$ cat src/rtl/core/otg_pkg.sv
`default_nettype none

package otg_pkg;

  localparam int TEMP_W        = 8;
  localparam int TICK_W        = 32;
  localparam int EVENT_W       = 16;
  localparam int CNT_W         = 4;
  localparam int CFG_IDX_W     = 2;
  localparam int CFG_DATA_W    = 32;
  localparam int FILTER_LIMIT_DEF = 10;

  typedef logic signed [TEMP_W-1:0] temp_t;
  typedef logic [TICK_W-1:0]        tick_t;
  typedef logic [EVENT_W-1:0]       event_cnt_t;
  typedef logic [CFG_IDX_W-1:0]     cfg_idx_t;
  typedef logic [CFG_DATA_W-1:0]    cfg_data_t;

  typedef enum logic [CFG_IDX_W-1:0] {
    REG_TRIP_TEMP    = 2'd0,
    REG_RELEASE_TEMP = 2'd1,
    REG_COOL_WAIT    = 2'd2
  } reg_idx_t;

  localparam temp_t TRIP_TEMP_RST    = 8'sd60;
  localparam temp_t RELEASE_TEMP_RST = 8'sd45;
  localparam tick_t COOL_WAIT_RST    = 32'd30000;

  typedef struct packed {
    temp_t trip_temp;
    temp_t release_temp;
    tick_t cool_wait;
  } otg_cfg_t;

  typedef struct packed {
    logic       charge_enable;
    logic       shutdown_request;
    logic       overheated;
    event_cnt_t overheat_events;
  } otg_result_t;

endpackage

`default_nettype wire

$ cat src/rtl/core/otg_cfg_regs.sv
`default_nettype none

module otg_cfg_regs (
  input  wire logic             clk,
  input  wire logic             rst_n,
  input  wire logic             wr_en,
  input  wire otg_pkg::cfg_idx_t wr_idx,
  input  wire otg_pkg::cfg_data_t wr_data,
  output otg_pkg::otg_cfg_t     cfg
);
  import otg_pkg::*;

  otg_cfg_t cfg_r;
  otg_cfg_t cfg_nxt;

  always_comb begin
    cfg_nxt = cfg_r;
    if (wr_en) begin
      case (reg_idx_t'(wr_idx))
        REG_TRIP_TEMP:    cfg_nxt.trip_temp    = temp_t'(wr_data[TEMP_W-1:0]);
        REG_RELEASE_TEMP: cfg_nxt.release_temp = temp_t'(wr_data[TEMP_W-1:0]);
        REG_COOL_WAIT:    cfg_nxt.cool_wait    = wr_data[TICK_W-1:0];
        default:          cfg_nxt = cfg_r;
      endcase
    end
  end

  always_ff @(posedge clk) begin
    if (!rst_n) begin
      cfg_r.trip_temp    <= TRIP_TEMP_RST;
      cfg_r.release_temp <= RELEASE_TEMP_RST;
      cfg_r.cool_wait    <= COOL_WAIT_RST;
    end else begin
      cfg_r <= cfg_nxt;
    end
  end

  assign cfg = cfg_r;

endmodule

`default_nettype wire

$ cat src/rtl/core/otg_state.sv
`default_nettype none

module otg_state #(
  parameter int FILTER_LIMIT = otg_pkg::FILTER_LIMIT_DEF
) (
  input  wire logic               clk,
  input  wire logic               rst_n,
  input  wire logic               step_en,
  input  wire otg_pkg::temp_t     temperature,
  input  wire otg_pkg::tick_t     now_tick,
  input  wire otg_pkg::otg_cfg_t  cfg,
  output otg_pkg::otg_result_t    result
);
  import otg_pkg::*;

  localparam logic [CNT_W-1:0] LIMIT = CNT_W'(FILTER_LIMIT);

  logic [CNT_W-1:0] cnt_r, cnt_nxt;
  logic             latched_r, latched_nxt;
  tick_t            start_r, start_nxt;
  event_cnt_t       events_r, events_nxt;
  logic             charge_r, charge_nxt;

  temp_t            thr;
  logic             hot;
  tick_t            elapsed;
  logic             shutdown;

  always_comb begin
    thr        = latched_r ? cfg.release_temp : cfg.trip_temp;
    hot        = temperature > thr;
    cnt_nxt    = cnt_r;
    latched_nxt = latched_r;
    start_nxt  = start_r;
    events_nxt = events_r;
    charge_nxt = charge_r;
    shutdown   = 1'b0;
    elapsed    = now_tick - start_r;

    if (hot) begin
      if (cnt_r < LIMIT) cnt_nxt = cnt_r + 1'b1;
    end else begin
      if (cnt_r != '0) cnt_nxt = cnt_r - 1'b1;
    end

    if (cnt_nxt == LIMIT && !latched_r) begin
      if (events_r != '1) events_nxt = events_r + 1'b1;
      start_nxt   = now_tick;
      latched_nxt = 1'b1;
      charge_nxt  = 1'b0;
    end else if (cnt_nxt == LIMIT) begin
      shutdown = elapsed > cfg.cool_wait;
    end else if (cnt_nxt == '0) begin
      charge_nxt  = 1'b1;
      latched_nxt = 1'b0;
    end
  end

  always_ff @(posedge clk) begin
    if (!rst_n) begin
      cnt_r     <= '0;
      latched_r <= 1'b0;
      start_r   <= '0;
      events_r  <= '0;
      charge_r  <= 1'b1;
    end else if (step_en) begin
      cnt_r     <= cnt_nxt;
      latched_r <= latched_nxt;
      start_r   <= start_nxt;
      events_r  <= events_nxt;
      charge_r  <= charge_nxt;
    end
  end

  assign result.charge_enable    = charge_nxt;
  assign result.shutdown_request = shutdown;
  assign result.overheated       = latched_nxt;
  assign result.overheat_events  = events_nxt;

endmodule

`default_nettype wire

$ cat src/rtl/core/over_temperature_guard_core.sv
// A word taken goes to the input register, then its result to the output register.
// One word per cycle if out_stall is low; debounce state updates in a single pass.
// While a finished result waits on out_stall, the input register takes one more word,
// then in_stall rises until out_stall drops.
// Reset (rst_n low, synchronous): pipeline empty, counter and events cleared,
// charging enabled, thresholds 60 / 45 and cool wait 30000 ticks.
`default_nettype none

module over_temperature_guard_core #(
  parameter int FILTER_LIMIT = otg_pkg::FILTER_LIMIT_DEF
) (
  input  wire logic                 clk,
  input  wire logic                 rst_n,
  input  wire logic                 in_valid,
  output logic                      in_stall,
  input  wire otg_pkg::temp_t       in_temperature,
  input  wire otg_pkg::tick_t       in_now_tick,
  output logic                      out_valid,
  input  wire logic                 out_stall,
  output logic                      out_charge_enable,
  output logic                      out_shutdown_request,
  output logic                      out_overheated,
  output otg_pkg::event_cnt_t       out_overheat_events,
  input  wire logic                 cfg_valid,
  output logic                      cfg_ready,
  input  wire otg_pkg::cfg_idx_t    cfg_index,
  input  wire otg_pkg::cfg_data_t   cfg_wdata
);
  import otg_pkg::*;

  logic        s1_valid_r, s1_valid_nxt;
  temp_t       s1_temp_r;
  tick_t       s1_tick_r;
  logic        out_valid_r, out_valid_nxt;
  otg_result_t out_r;

  logic        in_take;
  logic        advance;
  logic        step_en;
  otg_cfg_t    cfg;
  otg_result_t result;

  assign advance  = !out_valid_r || !out_stall;
  assign step_en  = s1_valid_r && advance;
  assign in_stall = s1_valid_r && !advance;
  assign in_take  = in_valid && !in_stall;
  assign cfg_ready = 1'b1;

  otg_cfg_regs u_cfg (
    .clk     (clk),
    .rst_n   (rst_n),
    .wr_en   (cfg_valid && cfg_ready),
    .wr_idx  (cfg_index),
    .wr_data (cfg_wdata),
    .cfg     (cfg)
  );

  otg_state #(
    .FILTER_LIMIT (FILTER_LIMIT)
  ) u_state (
    .clk         (clk),
    .rst_n       (rst_n),
    .step_en     (step_en),
    .temperature (s1_temp_r),
    .now_tick    (s1_tick_r),
    .cfg         (cfg),
    .result      (result)
  );

  always_comb begin
    s1_valid_nxt = s1_valid_r;
    if (in_take) begin
      s1_valid_nxt = 1'b1;
    end else if (advance) begin
      s1_valid_nxt = 1'b0;
    end
    out_valid_nxt = out_valid_r;
    if (step_en) begin
      out_valid_nxt = 1'b1;
    end else if (!out_stall) begin
      out_valid_nxt = 1'b0;
    end
  end

  always_ff @(posedge clk) begin
    if (!rst_n) begin
      s1_valid_r  <= 1'b0;
      out_valid_r <= 1'b0;
    end else begin
      s1_valid_r  <= s1_valid_nxt;
      out_valid_r <= out_valid_nxt;
    end
  end

  always_ff @(posedge clk) begin
    if (in_take) begin
      s1_temp_r <= in_temperature;
      s1_tick_r <= in_now_tick;
    end
    if (step_en) begin
      out_r <= result;
    end
  end

  assign out_valid            = out_valid_r;
  assign out_charge_enable    = out_r.charge_enable;
  assign out_shutdown_request = out_r.shutdown_request;
  assign out_overheated       = out_r.overheated;
  assign out_overheat_events  = out_r.overheat_events;

endmodule

`default_nettype wire

$ cat config.mk
export PLATFORM = sky130hd
export DESIGN_NAME = over_temperature_guard_core
export DESIGN_NICKNAME = d
export VERILOG_FILES = /design/src/rtl/core/otg_pkg.sv /design/src/rtl/core/otg_cfg_regs.sv /design/src/rtl/core/otg_state.sv /design/src/rtl/core/over_temperature_guard_core.sv
export SDC_FILE = /design/constraint.sdc
export NUM_CORES = 1
export LEC_CHECK = 0
export BUFFER_PORTS_ARGS = -buffer_cell sky130_fd_sc_hd__clkbuf_2
export CORE_ASPECT_RATIO = 1.25
export CORE_UTILIZATION = 36
export DETAILED_ROUTE_END_ITERATION = 10
export REMOVE_ABC_BUFFERS = 1
export SETUP_SLACK_MARGIN = 0.2
export SYNTH_ARGS = -nofsm -noshare
export SYNTH_HDL_FRONTEND = slang
export SYNTH_HIERARCHICAL = 1
export SYNTH_SLANG_ARGS = --single-unit
$ cat constraint.sdc
create_clock -name clk -period 8 [get_ports clk]
set_input_delay 1.6 -clock clk [delete_from_list [all_inputs] [get_ports clk]]
set_output_delay 1.6 -clock clk [all_outputs]
set_load 0.02 [all_outputs]
======== After elaboration in Yosys (flattened, before gate mapping) ========
Index checks and enable logic that the tools add are counted.
cells by class
  $add $sub $neg .......................... 4
  order comparisons ....................... 3
  equality and inequality tests ........... 5
  multiplexer cells ....................... 16
  bitwise logic cells ..................... 1
  reduce and logical (&&, ||, !) cells .... 19
operators by type and width
  cell                   number
  $gt 32x32->1           1
  $mux 16                2
  $sub 32x32->32         1
  $add 16x1->16 const B  1
  $ne 16x16->1 const B   1
  $mux 4                 3
  $mux 1                 10
  $gt 8x8->1             1
  $mux 8                 1
  $reduce_and 2->1       4
  $logic_not 1->1        5
  $add 4x1->4 const B    1
  $eq 4x4->1 const B     1
  $logic_and 1x1->1      4
  $logic_not 4->1        1
  $lt 4x4->1 const B     1
  $reduce_bool 4->1      1
  $sub 4x1->4 const B    1
  $eq 2x1->1 const B     1
  $eq 2x2->1 const B     1
  $logic_not 2->1        1
  $ne 2x1->1 const B     1
  $reduce_bool 2->1      1
  $reduce_or 2->1        1
  2 further kinds        2
word-level totals
  flip-flop bits (word level) ............. 163
  input bits .............................. 79
  output and inout port bits .............. 22
  logic and storage cells ................. 64

======== Logic depth before layout (Yosys ltp) ========
  depth after elaboration ................. 7
  gate-level depth with buffers ........... 22
  depth with buffers taken out ............ 21

======== By module ========
The synthesis kept the hierarchy.
by module, submodules not included
  module                       instances  cells each  area each (sq um)  sequential area each (sq um)
  otg_state                    1          779         5730.5             1081.0
  otg_cfg_regs                 1          200         1939.4             960.9
  over_temperature_guard_core  1          69          1866.8             1811.7

======== Worst setup path after synthesis ========
Ideal clock, no wire load.
  path kind ............................... input -> register
  start ................................... input out_stall
  end ..................................... register u_state.events_r[13]
  library setup time ...................... 0.088 ns
  arrival ................................. 4.356 ns
  required time ........................... 7.912 ns
  slack ................................... 3.556 ns
  cell stages on the path ................. 8
  path buffers ............................ 3
  path through ............................ a21boi_0 -> buf_2 -> o211a_4 -> and2_1 -> buf_4 -> buf_6 -> a21oi_2 -> a311oi_2
between the ends
  word-level cells in the longest chain between the ends .. 3
ends and longest elaborated chain
  item                    RTL line                           source
  start: declaration      over_temperature_guard_core.sv:19  input wire logic out_stall,
  $logic_not 1->1         n/a
  $logic_or 1x1->1        over_temperature_guard_core.sv:43  assign advance = !out_valid_r || !out_stall;
  $logic_and 1x1->1       over_temperature_guard_core.sv:44  assign step_en = s1_valid_r && advance;
  end signal: assignment  otg_state.sv:70                    events_r <= events_nxt;
  end: declaration        otg_state.sv:21                    event_cnt_t events_r, events_nxt;
Every way passes these cells.
A chain may end at the register's enable or synchronous reset.

======== Final worst setup path ========
  start ................................... register s1_tick_r[0]
  end ..................................... register out_r, in the netlist out_shutdown_request, data pin
between the ends
  word-level cells in the longest chain between the ends .. 2
ends and longest elaborated chain
  item                      RTL line                            source
  start: declaration        over_temperature_guard_core.sv:33   tick_t s1_tick_r;
  start signal: assignment  over_temperature_guard_core.sv:98   s1_tick_r <= in_now_tick;
  $sub 32x32->32            otg_state.sv:38                     elapsed = now_tick - start_r;
  $gt 32x32->1              otg_state.sv:52                     shutdown = elapsed > cfg.cool_wait;
  end signal: assignment    over_temperature_guard_core.sv:101  out_r <= result;
  end: declaration          over_temperature_guard_core.sv:35   otg_result_t out_r;
Every way passes these cells.

==> results.md <==
- Status: finished clean
- Post-CTS setup repair buffer count: 0
- Area Growth Syn to Fin: 14.0%
- CTS H-tree lvls: 4
- Synth top area share: 0.218
- Pleak: 0.00424 µW
- IO Port Bufs: 99
- Routed via count: 7390
- Initial DRC Count: 326
- Post-synthesis cell type count: 81
- Ranking of synthesized cells by area: dfxtp_1, edfxtp_1, ha_1, nand2_1, mux2i_1
- GRT Total Usage: 0.165
- Pwr dens: 191 mW/mm²
- Synth Cell Area: 0.00954 mm²
- Placed Cells: 1438
- Drt total wl: 21.3 mm
- Synth warnings: 6
- Design area: 0.0109 mm²
- Crit path DAT: 4840 ps
- Peak Freq: 0.219 GHz
- Root buffer cell: clkbuf_16
- Max cap viols: 0
- Insertion delay to the later sink of the worst-skew pair: 430 ps
- Final GP Congestion: 0.870
- Period utilization: 0.571
- Clock transition at path regs: 60 ps
- Antenna fix cells: 0
- Final setup fails: 0
- Crit Path Class: reg2reg
- Number of global-route vias before repair: 7183
- Final slew viol count: 0
- Die ar.: 0.0271 mm²
- Register area share after synthesis: 0.404
- Initial antenna violation count: 0
- Core Area: 0.0260 mm²
- Post-synth EDFFs: 59
- Total global routing overflow: 0
- Height of the die: 184 µm
- Max FO, Critical Path: 3
- Fraction of registers with async set/reset: 0
- Clock sink total: 163
- Largest net degree at the start of global routing: 71
- Flops & latches, synth: 163
- Die Width: 148 µm
- Fillers: 2621
- Largest area contributor in the netlist: dfxtp_1
- Slew @ Worst Pin: 869 ps
- Hold buffers post-CTS: 0
- Antenna Nets Post-Route: 0
- Critical Path End Type: register
- Hold Path Class: reg2reg
- Final Core Density: 0.418
- IO Pins: 101
- Overall power: 2070 µW
- Ys flop type: dfxtp_1
- DR WL/cell: 14.5 µm
- Non-filler cells, final: 1470
- Final Hold Viols: 0
- CTS tree: done
- Placement-stage cell area: 0.0102 mm²
- Layout cells sized above 1: 0.148
- First-pass GRT wire length: 35.4 mm
- DR vias/cell: 5.03
- Syn Inst Count: 1048
- Dpl hpwl: 15.3 mm
- RSZ-0062 raised after global routing: no
- Final Critical Period: 4570 ps
- Post-CTS sizing: 0
- Final nets: 1271
- First-pass iteration count of the detailed router: 5
- Worst EP required: 8270 ps
- Cell Rows: 66
- Peak supply drop: 0.126 mV
- Longest Clk Path Bufs: 2
- Most frequent cells in the layout: nand2_1, dfxtp_1, clkbuf_2, inv_1, a21oi_1
- Setup_tns: 0 ps
- Starting density of the core: 0.367
- Worst slew margin: 0.419
- Syn avg cell area: 9.10 µm²
- Clock Skew: 7.99 ps
- Clock buffer count from CTS: 17
- Setup crit start kind: register
- Most common cell after layout, fill and taps aside: nand2_1
- DRC errors left: 0
kinds of logic (layout without fill, tap and decap cells):
group	after synthesis	after routing	synth area share
multiplexers	59	59	0.0622
adder cells (fa/ha/maj)	75	75	0.0992
AND/OR/NAND/NOR	356	356	0.183
buffers and inverters	142	224	0.0649
XOR/XNOR	44	44	0.0404
flip-flops	163	163	0.404
other	1	1	0.000393
AO/OA/AOI/OAI	208	208	0.146
cell type report:
| class | count | area [µm²] | share of cell area |
|---|---|---|---|
| multi-input combinational | 743 | 5080 | 0.467 |
| sequential | 163 | 3850 | 0.355 |
| timing repair buffer | 105 | 541 | 0.0497 |
| clock buffer | 17 | 425 | 0.0391 |
| tap | 340 | 425 | 0.0391 |
| inverter | 87 | 327 | 0.0300 |
| clock inverter | 15 | 219 | 0.0201 |
synthesized netlist by cell type (all sizes together), types with 14 or more instances:
library cell	n
a21o	16
a21oi	84
and3	14
buf	29
clkbuf	26
dfxtp	104
edfxtp	59
ha	74
inv	86
mux2i	57
nand2	171
nand3	19
nand4	20
nor2	42
nor2b	24
o211ai	14
o21ai	26
xnor2	37
flip-flops by register name, indices dropped and copies added, names as in the netlist, 4 cells and up:
name and cells:
out_overheat_events 16, s1_temp_r 8, s1_tick_r 32, u_cfg/cfg 48, u_state/cnt_r 4, u_state/events_r 16, u_state/start_r 32
where the power goes:
group	switching, µW	leakage [µW]	total, µW	internal [µW]
sequential	17.8	0.00140	905	887
combinational	157	0.00252	272	115
clock	362	0.000315	896	533
through the flow:
stage                     setup WS (ps)  hold WS, ps
after floorplan                    2470          434
after global placement             3630          441
after detailed placement           3440          447
after CTS                          3430          456
after global routing               3180          470
final                              3430          454
per-layer routing:
metal	vias up	wire, µm	global-route usage
met3	13	825	0.0280
met2	151	10500	0.292
met1	3424	9700	0.202
li1	3802	-	-
met5	-	0	0
met4	0	202	0.0482
critical path, cell delays in order (launching register included):
cell      delay (ps)
edfxtp_1         380
inv_1             70
ha_1             160
inv_1             50
fa_1             410
a211oi_1         340
o211a_1          250
nor2_1            90
a31o_2           230
nor3_2           220
o21a_2           200
mux2i_1           70
or4_1            530
ha_1             300
nand4_1          110
nor4_1           500
o21ai_0          180
o31a_1           150
a31oi_1          170
final timing paths:
path	slack (ps)	cells after the start	to	startpoint
setup / recovery	3430	18	out_shutdown_request	s1_tick_r[0]
hold / removal	450	2	u_state/start_r[4]	u_state/start_r[4]
setup reg to reg	3430	18	out_shutdown_request	s1_tick_r[0]
hold reg to reg	450	2	u_state/start_r[4]	u_state/start_r[4]
Note: power is estimated with default switching activity, not from simulation.
